## config.mk

```make
export PLATFORM = sky130hd
export DESIGN_NAME = repeating_broadcast_scheduler
export DESIGN_NICKNAME = d
export VERILOG_FILES = /design/src/rtl/rbs_pkg.sv /design/src/rtl/repeating_broadcast_scheduler.sv /design/src/rtl/rbs_ctrl.sv /design/src/rtl/rbs_dpath.sv
export VERILOG_INCLUDE_DIRS = /design/src /design/src/rtl
export SDC_FILE = /design/constraint.sdc
export NUM_CORES = 2
export LEC_CHECK = 0
export BUFFER_PORTS_ARGS = -buffer_cell sky130_fd_sc_hd__buf_2
export CAP_MARGIN = 40
export CORE_MARGIN = 5
export CORE_UTILIZATION = 42
export CTS_CLUSTER_DIAMETER = 30
export DETAILED_ROUTE_END_ITERATION = 7
export MAX_ROUTING_LAYER = met4
export PLACE_DENSITY = 0.62
export SYNTH_ARGS = -nofsm -noshare
export SYNTH_HDL_FRONTEND = slang
export SYNTH_SLANG_ARGS = --single-unit
```

## constraint.sdc

```tcl
create_clock -name i_clk -period 18.9 [get_ports i_clk]
set_input_delay 0.945 -clock i_clk [delete_from_list [all_inputs] [get_ports i_clk]]
set_output_delay 0.945 -clock i_clk [all_outputs]
set_load 0.05 [all_outputs]
```

## src/rtl/repeating_broadcast_scheduler_macros.svh

```systemverilog
// Assertion macros for the repeating broadcast scheduler.
`ifndef REPEATING_BROADCAST_SCHEDULER_MACROS_SVH
`define REPEATING_BROADCAST_SCHEDULER_MACROS_SVH
`ifndef ASSERT_OFF
`define RBS_ASSERT_IMPLY(label, clk, rst_n, a, b) \
    label: assert property (@(posedge clk) disable iff (!rst_n) (a) |-> (b)) \
        else $error("implication check failed");
`define RBS_ASSERT_NEXT(label, clk, rst_n, a, b) \
    label: assert property (@(posedge clk) disable iff (!rst_n) (a) |=> (b)) \
        else $error("next-cycle check failed");
`else
`define RBS_ASSERT_IMPLY(label, clk, rst_n, a, b)
`define RBS_ASSERT_NEXT(label, clk, rst_n, a, b)
`endif
`endif

```

## src/rtl/rbs_pkg.sv

```systemverilog
package rbs_pkg;

    typedef enum logic [1:0] {
        REQ_DELETE = 2'd0,
        REQ_MODIFY = 2'd1,
        REQ_ADD    = 2'd2,
        REQ_TICK   = 2'd3
    } t_req;

    localparam logic [1:0] ST_OK       = 2'd0;
    localparam logic [1:0] ST_NOTFOUND = 2'd1;
    localparam logic [1:0] ST_FULL     = 2'd2;
    localparam logic [1:0] ST_DISABLED = 2'd3;

    typedef struct packed {
        logic [31:0] ident;
        logic [31:0] message;
        logic [31:0] due;
        logic [31:0] period;
        logic [31:0] limit;
        logic [31:0] sent;
    } t_entry;

    // controller -> datapath
    typedef struct packed {
        logic start;
        logic add;
        logic rd_issue;
        logic proc;
        logic finish;
        logic emit;
    } t_cmd;

    // datapath -> controller
    typedef struct packed {
        t_req req;
        logic enabled;
        logic scan_done;
        logic fire_needed;
        logic out_free;
    } t_sts;

endpackage

```

## src/rtl/repeating_broadcast_scheduler.sv

```systemverilog
// Repeating broadcast scheduler: a table of up to TABLE_DEPTH broadcasts kept in
// insertion order in a single-port memory with registered read. One input word is
// taken at a time. A request made while disabled goes straight to its reply, and an
// add writes the new entry at the fill mark. Delete, modify and tick walk the table
// entry by entry (read, then process and write back compacted); each fired
// broadcast may hold the walk while the output is stalled.
// Every input ends with one word with last set; a tick emits one word per broadcast
// fired before it. The next input may be taken while the final word still waits.
`include "repeating_broadcast_scheduler_macros.svh"
module repeating_broadcast_scheduler #(
    parameter int TABLE_DEPTH = 16
) (
    input  logic        i_clk,
    input  logic        i_rst_n,
    input  logic        i_cfg_we,
    input  logic        i_cfg_data,
    input  logic        i_in_valid,
    output logic        o_in_stall,
    input  logic [1:0]  i_req_type,
    input  logic [31:0] i_entry_id,
    input  logic [31:0] i_message_id,
    input  logic [31:0] i_start_time,
    input  logic [31:0] i_repeat_interval,
    input  logic [31:0] i_repeat_limit,
    input  logic [31:0] i_now_time,
    output logic        o_out_valid,
    input  logic        i_out_stall,
    output logic        o_result_kind,
    output logic [31:0] o_out_entry_id,
    output logic [31:0] o_out_message_id,
    output logic [1:0]  o_status,
    output logic        o_last
);

    rbs_pkg::t_cmd w_cmd;
    rbs_pkg::t_sts w_sts;

    rbs_ctrl u_ctrl (
        .i_clk      (i_clk),
        .i_rst_n    (i_rst_n),
        .i_in_valid (i_in_valid),
        .o_in_stall (o_in_stall),
        .i_sts      (w_sts),
        .o_cmd      (w_cmd)
    );

    rbs_dpath #(.TABLE_DEPTH(TABLE_DEPTH)) u_dpath (
        .i_clk             (i_clk),
        .i_rst_n           (i_rst_n),
        .i_cfg_we          (i_cfg_we),
        .i_cfg_data        (i_cfg_data),
        .i_req_type        (i_req_type),
        .i_entry_id        (i_entry_id),
        .i_message_id      (i_message_id),
        .i_start_time      (i_start_time),
        .i_repeat_interval (i_repeat_interval),
        .i_repeat_limit    (i_repeat_limit),
        .i_now_time        (i_now_time),
        .i_out_stall       (i_out_stall),
        .o_out_valid       (o_out_valid),
        .o_result_kind     (o_result_kind),
        .o_out_entry_id    (o_out_entry_id),
        .o_out_message_id  (o_out_message_id),
        .o_status          (o_status),
        .o_last            (o_last),
        .i_cmd             (w_cmd),
        .o_sts             (w_sts)
    );

    `RBS_ASSERT_NEXT(a_busy_after_accept, i_clk, i_rst_n, i_in_valid && !o_in_stall, o_in_stall)
    `RBS_ASSERT_IMPLY(a_emit_needs_room, i_clk, i_rst_n, w_cmd.emit, w_sts.out_free)
    `RBS_ASSERT_IMPLY(a_proc_in_range, i_clk, i_rst_n, w_cmd.proc, !w_sts.scan_done)

endmodule

```

## src/rtl/rbs_ctrl.sv

```systemverilog
module rbs_ctrl (
    input  logic          i_clk,
    input  logic          i_rst_n,
    input  logic          i_in_valid,
    output logic          o_in_stall,
    input  rbs_pkg::t_sts i_sts,
    output rbs_pkg::t_cmd o_cmd
);

    typedef enum logic [4:0] {
        S_IDLE  = 5'b00001,
        S_ADD   = 5'b00010,
        S_READ  = 5'b00100,
        S_PROC  = 5'b01000,
        S_REPLY = 5'b10000
    } t_state;

    t_state r_state, n_state;

    assign o_in_stall = (r_state != S_IDLE);

    always_comb begin
        n_state = r_state;
        o_cmd   = '0;
        case (r_state)
            S_IDLE: begin
                if (i_in_valid) begin
                    o_cmd.start = 1'b1;
                    n_state = S_READ;
                end
            end
            S_ADD: begin
                o_cmd.add = 1'b1;
                n_state = S_REPLY;
            end
            S_READ: begin
                if (!i_sts.enabled) begin
                    n_state = S_REPLY;
                end else if (i_sts.req == rbs_pkg::REQ_ADD) begin
                    n_state = S_ADD;
                end else if (i_sts.scan_done) begin
                    o_cmd.finish = 1'b1;
                    n_state = S_REPLY;
                end else begin
                    o_cmd.rd_issue = 1'b1;
                    n_state = S_PROC;
                end
            end
            S_PROC: begin
                // hold while a fired word cannot enter the output register
                if (!i_sts.fire_needed || i_sts.out_free) begin
                    o_cmd.proc = 1'b1;
                    n_state = S_READ;
                end
            end
            S_REPLY: begin
                if (i_sts.out_free) begin
                    o_cmd.emit = 1'b1;
                    n_state = S_IDLE;
                end
            end
            default: n_state = S_IDLE;
        endcase
    end

    always_ff @(posedge i_clk) begin
        if (!i_rst_n) r_state <= S_IDLE;
        else          r_state <= n_state;
    end

endmodule

```

## src/rtl/rbs_dpath.sv

```systemverilog
module rbs_dpath #(
    parameter int TABLE_DEPTH = 16
) (
    input  logic          i_clk,
    input  logic          i_rst_n,
    input  logic          i_cfg_we,
    input  logic          i_cfg_data,
    input  logic [1:0]    i_req_type,
    input  logic [31:0]   i_entry_id,
    input  logic [31:0]   i_message_id,
    input  logic [31:0]   i_start_time,
    input  logic [31:0]   i_repeat_interval,
    input  logic [31:0]   i_repeat_limit,
    input  logic [31:0]   i_now_time,
    input  logic          i_out_stall,
    output logic          o_out_valid,
    output logic          o_result_kind,
    output logic [31:0]   o_out_entry_id,
    output logic [31:0]   o_out_message_id,
    output logic [1:0]    o_status,
    output logic          o_last,
    input  rbs_pkg::t_cmd i_cmd,
    output rbs_pkg::t_sts o_sts
);

    localparam int AW = (TABLE_DEPTH > 1) ? $clog2(TABLE_DEPTH) : 1;
    localparam int CW = $clog2(TABLE_DEPTH + 1);
    localparam logic [CW-1:0] FULL_COUNT = CW'(TABLE_DEPTH);

    rbs_pkg::t_entry mem [TABLE_DEPTH];
    rbs_pkg::t_entry r_rdata;

    logic          r_enabled;
    logic [CW-1:0] r_count, r_rd, r_wr;
    logic [31:0]   r_auto;
    logic          r_found;
    rbs_pkg::t_req r_req;
    logic [31:0]   r_id, r_msg, r_start, r_period, r_limit, r_now;
    logic [31:0]   r_rep_id;
    logic [1:0]    r_rep_st;
    logic          r_out_valid;

    logic            w_tick, w_match, w_drop, w_fire, w_full, w_we;
    logic [AW-1:0]   w_waddr;
    logic [31:0]     w_nid, w_auto_inc;
    rbs_pkg::t_entry w_wdata, w_upd;

    assign w_tick  = (r_req == rbs_pkg::REQ_TICK);
    assign w_match = (r_rdata.ident == r_id) && !r_found;
    assign w_drop  = w_tick ? (r_rdata.sent >= r_rdata.limit)
                            : ((r_req == rbs_pkg::REQ_DELETE) && w_match);
    assign w_fire  = w_tick && !w_drop && (r_rdata.due < r_now);
    assign w_full  = (r_count == FULL_COUNT);
    assign w_nid   = (r_id == 32'd0) ? r_auto : r_id;
    assign w_auto_inc = r_auto + 32'd1;

    always_comb begin
        w_upd = r_rdata;
        if (w_fire) begin
            w_upd.sent = r_rdata.sent + 32'd1;
            w_upd.due  = r_now + r_rdata.period;
        end
        if ((r_req == rbs_pkg::REQ_MODIFY) && w_match) begin
            w_upd.message = r_msg;
            w_upd.due     = r_start;
            w_upd.period  = r_period;
            w_upd.limit   = r_limit;
        end
    end

    // add appends at the fill mark; a scan writes kept entries back compacted
    always_comb begin
        if (i_cmd.add) begin
            w_we    = !w_full;
            w_waddr = r_count[AW-1:0];
            w_wdata = '{ident: w_nid, message: r_msg, due: r_start,
                        period: r_period, limit: r_limit, sent: 32'd0};
        end else begin
            w_we    = i_cmd.proc && !w_drop;
            w_waddr = r_wr[AW-1:0];
            w_wdata = w_upd;
        end
    end

    always_ff @(posedge i_clk) begin
        if (w_we) mem[w_waddr] <= w_wdata;
        if (i_cmd.rd_issue) r_rdata <= mem[r_rd[AW-1:0]];
    end

    always_ff @(posedge i_clk) begin
        if (i_cmd.start) begin
            r_req    <= rbs_pkg::t_req'(i_req_type);
            r_id     <= i_entry_id;
            r_msg    <= i_message_id;
            r_start  <= i_start_time;
            r_period <= i_repeat_interval;
            r_limit  <= i_repeat_limit;
            r_now    <= i_now_time;
            r_rd     <= '0;
            r_wr     <= '0;
            r_found  <= 1'b0;
            r_rep_id <= 32'd0;
            r_rep_st <= rbs_pkg::ST_DISABLED;
        end
        if (i_cmd.add) begin
            r_rep_id <= w_full ? 32'd0 : w_nid;
            r_rep_st <= w_full ? rbs_pkg::ST_FULL : rbs_pkg::ST_OK;
        end
        if (i_cmd.proc) begin
            r_rd <= r_rd + CW'(1);
            if (!w_drop) r_wr <= r_wr + CW'(1);
            if (w_match && !w_tick) r_found <= 1'b1;
        end
        if (i_cmd.finish) begin
            r_rep_id <= (!w_tick && r_found) ? r_id : 32'd0;
            r_rep_st <= (w_tick || r_found) ? rbs_pkg::ST_OK : rbs_pkg::ST_NOTFOUND;
        end
    end

    always_ff @(posedge i_clk) begin
        if (!i_rst_n) begin
            r_enabled <= 1'b1;
            r_count   <= '0;
            r_auto    <= 32'd1;
        end else begin
            if (i_cfg_we) r_enabled <= i_cfg_data;
            if (i_cmd.add && !w_full) begin
                r_count <= r_count + CW'(1);
                if (r_id == 32'd0) r_auto <= (w_auto_inc == 32'd0) ? 32'd1 : w_auto_inc;
            end
            if (i_cmd.finish) r_count <= r_wr;
        end
    end

    // output register: load a fired word or the closing word, drop on take
    always_ff @(posedge i_clk) begin
        if (!i_rst_n) begin
            r_out_valid <= 1'b0;
        end else if ((i_cmd.proc && w_fire) || i_cmd.emit) begin
            r_out_valid <= 1'b1;
        end else if (!i_out_stall) begin
            r_out_valid <= 1'b0;
        end
        if (i_cmd.proc && w_fire) begin
            o_result_kind    <= 1'b1;
            o_out_entry_id   <= r_rdata.ident;
            o_out_message_id <= r_rdata.message;
            o_status         <= rbs_pkg::ST_OK;
            o_last           <= 1'b0;
        end else if (i_cmd.emit) begin
            o_result_kind    <= 1'b0;
            o_out_entry_id   <= r_rep_id;
            o_out_message_id <= 32'd0;
            o_status         <= r_rep_st;
            o_last           <= 1'b1;
        end
    end

    assign o_out_valid       = r_out_valid;
    assign o_sts.req         = r_req;
    assign o_sts.enabled     = r_enabled;
    assign o_sts.scan_done   = (r_rd == r_count);
    assign o_sts.fire_needed = w_fire;
    assign o_sts.out_free    = !r_out_valid || !i_out_stall;

endmodule

```

==> reports/metrics.json <==
{
  "place": {
    "placement.io_buffers": 269,
    "place.detailed.hpwl_um": 197000,
    "dpl.cell_count": 10800,
    "worst_setup_slack_post_dpl_ns": 12.31,
    "routabilityCongestion": 0.854
  },
  "detailed_routing": {
    "dr.pass1.iters": 7,
    "drt_iter0_markers": 7847,
    "remaining_drc_errors": 0,
    "dr_total_vias": 69500,
    "drt-vias-per-instance": 5.77,
    "drt-total-wl_um": 351000,
    "route.antenna.remaining_nets": 0,
    "wire_per_inst_um": 29.1
  },
  "power": {
    "power.density_cell_area_nw_per_um2": 126,
    "peakVddDrop_v": 0.0000881,
    "design_power_total_mw": 21.6,
    "leakagePower_nw": 55.9
  },
  "synth": {
    "syn-cell-area_um2": 140000,
    "synthCells": 6280,
    "synth_commonest_cells": "sky130_fd_sc_hd__edfxtp_1, sky130_fd_sc_hd__mux4_2, sky130_fd_sc_hd__clkbuf_1, sky130_fd_sc_hd__nor2_1, sky130_fd_sc_hd__a21oi_1",
    "avg_inst_size_synth_um2": 22.4,
    "post_synth_num_cell_types": 74,
    "synth_edf_count": 3561,
    "postSynthNetCount": 6581,
    "netlist.area_leader.share_pct": 76.2,
    "synth-seq-area-share_pct": 76.9,
    "synth.ff_latch_count": 3615,
    "yosys_most_used_dff": "sky130_fd_sc_hd__edfxtp_1",
    "synth_largest_area_cell": "sky130_fd_sc_hd__edfxtp_1",
    "ys.warnings.count": 0,
    "synthArstFlopShare_pct": 0,
    "synth_top_cells_by_area": "sky130_fd_sc_hd__edfxtp_1, sky130_fd_sc_hd__mux4_2, sky130_fd_sc_hd__mux2_2",
    "synth.most_common_cell": "sky130_fd_sc_hd__edfxtp_1"
  },
  "floorplan": {
    "fp-row-count": 212,
    "die-width_um": 588,
    "ios": 270,
    "die_height_um": 588,
    "die_footprint_um2": 346000,
    "floorplan.initialDensity_pct": 42.1,
    "coreArea_um2": 333000
  },
  "global_route": {
    "gr-usage-all-layers_pct": 20.6,
    "largest_net_degree_at_the_start_of_global_routing": 124,
    "grt_overflow": 0,
    "via_count_of_the_first_global_routing_pass": 71700,
    "wire_length_of_the_first_global_routing_pass_um": 511000,
    "grt_antenna_before_repair": 28
  },
  "critical_path": {
    "critical_path.cell_chain": "inv_1 > ha_1 > nand2b_1 > a2111oi_0 > o41ai_1 > a211o_1 > a21oi_1 > buf_4 > nor2_1 > a211o_1 > o32a_1 > nor2_4 > buf_4 > buf_4 > buf_4 > buf_16",
    "cp.required_ns": 19.56,
    "worst-r2r-cell-count": 16,
    "critPathKind": "flip-flop to flip-flop",
    "cpPeakStageDelay_ns": 0.68,
    "worstPathArrival_ns": 7.22,
    "critPathMaxFanout": 37,
    "cp_slowest_cell": "sky130_fd_sc_hd__buf_4",
    "critical-path-top-cell-by-count": "sky130_fd_sc_hd__buf_4",
    "worst_setup_path_end_kind": "flip-flop",
    "setup.worst_path.start_class": "flip-flop"
  },
  "timing": {
    "relSlewSlack_pct": 14.2,
    "hold_violations": 0,
    "timing.fmax_ghz": 0.152,
    "layout_setup_ws_ns": 12.33,
    "worst_pin_slew_ns": 1.29,
    "timing.hold.ws_ns": 0.105,
    "post-route-min-period_ns": 6.57,
    "fin_tns_setup_ns": 0,
    "finalSetupViolCount": 0,
    "unrepaired_setup_endpoints_after_global_routing": "false",
    "slew_viol_final": 0,
    "post-route-period-util_pct": 34.7,
    "clock-skew-final_ns": 0.0666
  },
  "min_path": {
    "min_path_type": "input port to flip-flop",
    "timing.hold.worst_path_depth": 1
  },
  "clock_network": {
    "cts.sink_count": 3615,
    "cts.path.max_buffers": 4,
    "ctsHoldBuffers": 0,
    "htree_num_levels": 6,
    "worst_skew_pair.late_latency_ns": 1.01,
    "path_clk_slew_ns": 0.05,
    "tritoncts_clock_tree": "built",
    "clock-root-buffer": "sky130_fd_sc_hd__clkbuf_16",
    "cts_repair_resize_count": 0,
    "cts_post_setup_buffers_inserted": 0,
    "numCtsBuffers": 635
  },
  "run": {
    "maxCapViolations": 0
  },
  "final_layout": {
    "nFillCells": 25700,
    "seqCellArea_um2": 108000,
    "syn2layout_area_growth_pct": 22.0,
    "layout.cells.non_filler": 12000,
    "multi_input_area_um2": 31000,
    "nets": 7409,
    "layout-drive-gt1-share_pct": 34.8
  },
  "status": {
    "status": "completed"
  }
}
-- final cells by class --
type	count	area share (%)
clock inverters	453	3.18
well taps	4387	3.20
flip-flops and latches	3615	63.1
clock buffers	727	9.61
multi-input cells	2256	18.1
inverters	89	0.199
repair buffers	511	2.63
diodes	10	0.0146
-- power by group --
part	internal, mW	switching (mW)	total (mW)	leakage [nW]
Combinational	0.522	0.618	1.14	12.7
Sequential	8.90	0.0652	8.97	32.6
Clock	7.45	4.05	11.5	10.5
Total	16.9	4.73	21.6	55.9
-- worst paths after layout --
| check | slack (ns) | endpoint | startpoint |
|---|---|---|---|
| max | 12.33 | u_dpath.mem[6][26] | u_dpath.r_rdata[0] |
| min | 0.10 | u_dpath.r_start[28] | i_start_time[28] |
| max reg2reg | 12.33 | u_dpath.mem[6][26] | u_dpath.r_rdata[0] |
| min reg2reg | 0.45 | u_dpath.o_result_kind | u_dpath.o_result_kind |
-- metrics by stage --
stage | util [%] | area, um^2
6_report | 51.4 | 171000
5_1_grt | 51.4 | 171000
4_1_cts | 51.4 | 171000
3_5_place_dp | 44.8 | 149000
3_3_place_gp | 44.2 | 147000
2_1_floorplan | - | 140000
-- metal layers --
metal	vias to the layer above	part of all wire, %	global-route usage [%]
li1	28400	-	-
met3	546	7.9	3.47
met4	0	2.1	4.84
met5	-	0	-
met1	37300	42	29.2
met2	3180	48	31.5
-- registers in the layout, indices dropped and copies added, names as in the netlist, 2 cells and up --
register                  flops
u_dpath.r_id                 32
u_dpath.r_now                32
u_dpath.r_wr                  5
u_dpath.mem                3072
u_dpath.r_count               5
u_dpath.o_out_message_id     32
u_dpath.r_auto               32
u_dpath.r_rep_st              2
u_dpath.o_out_entry_id       32
u_dpath.r_msg                32
u_dpath.r_rep_id             32
u_dpath.o_status              2
u_dpath.r_start              32
u_dpath.r_rdata             192
u_dpath.r_req                 2
u_dpath.r_period             32
u_dpath.r_limit              32
u_dpath.r_rd                  5
u_ctrl.r_state                5
-- critical path: cells and delay by family, from the launching register on --
kind / cells / cell delay (ns)
AOI/OAI and AO/OA: 6 / 2.22
adders and majority gates: 1 / 0.28
buffers and inverters: 6 / 2.29
DFF: 1 / 0.44
and+or+nand+nor: 3 / 0.89
-- cells by family (layout without fill, tap and decap cells) --
logic type                 count (synthesis)  count (layout)  share of synthesized area, %
AOI/OAI and AO/OA                        342             342                          1.56
xor gates and xnor gates                 130             130                         0.811
adders and majority gates                101             101                         0.905
buffers and inverters                    409            1780                          1.14
DFF                                     3615            3615                          76.9
muxes                                   1127            1127                          16.7
other                                      0              10                             0
and+or+nand+nor                          556             556                          1.95
-- placed cells by master, fill, tap and decap left out, types with 87 or more instances in the layout --
| cell | count |
|---|---|
| sky130_fd_sc_hd__xor2_1 | 90 |
| sky130_fd_sc_hd__nand2_1 | 88 |
| sky130_fd_sc_hd__mux2_2 | 131 |
| sky130_fd_sc_hd__a21oi_1 | 131 |
| sky130_fd_sc_hd__clkbuf_16 | 644 |
| sky130_fd_sc_hd__ha_1 | 100 |
| sky130_fd_sc_hd__buf_2 | 272 |
| sky130_fd_sc_hd__edfxtp_1 | 3561 |
| sky130_fd_sc_hd__mux4_2 | 960 |
| sky130_fd_sc_hd__nor2_1 | 186 |
| sky130_fd_sc_hd__clkinv_2 | 87 |
| sky130_fd_sc_hd__clkinv_1 | 87 |
| sky130_fd_sc_hd__buf_4 | 163 |
Power figures use the tool's default switching activity.
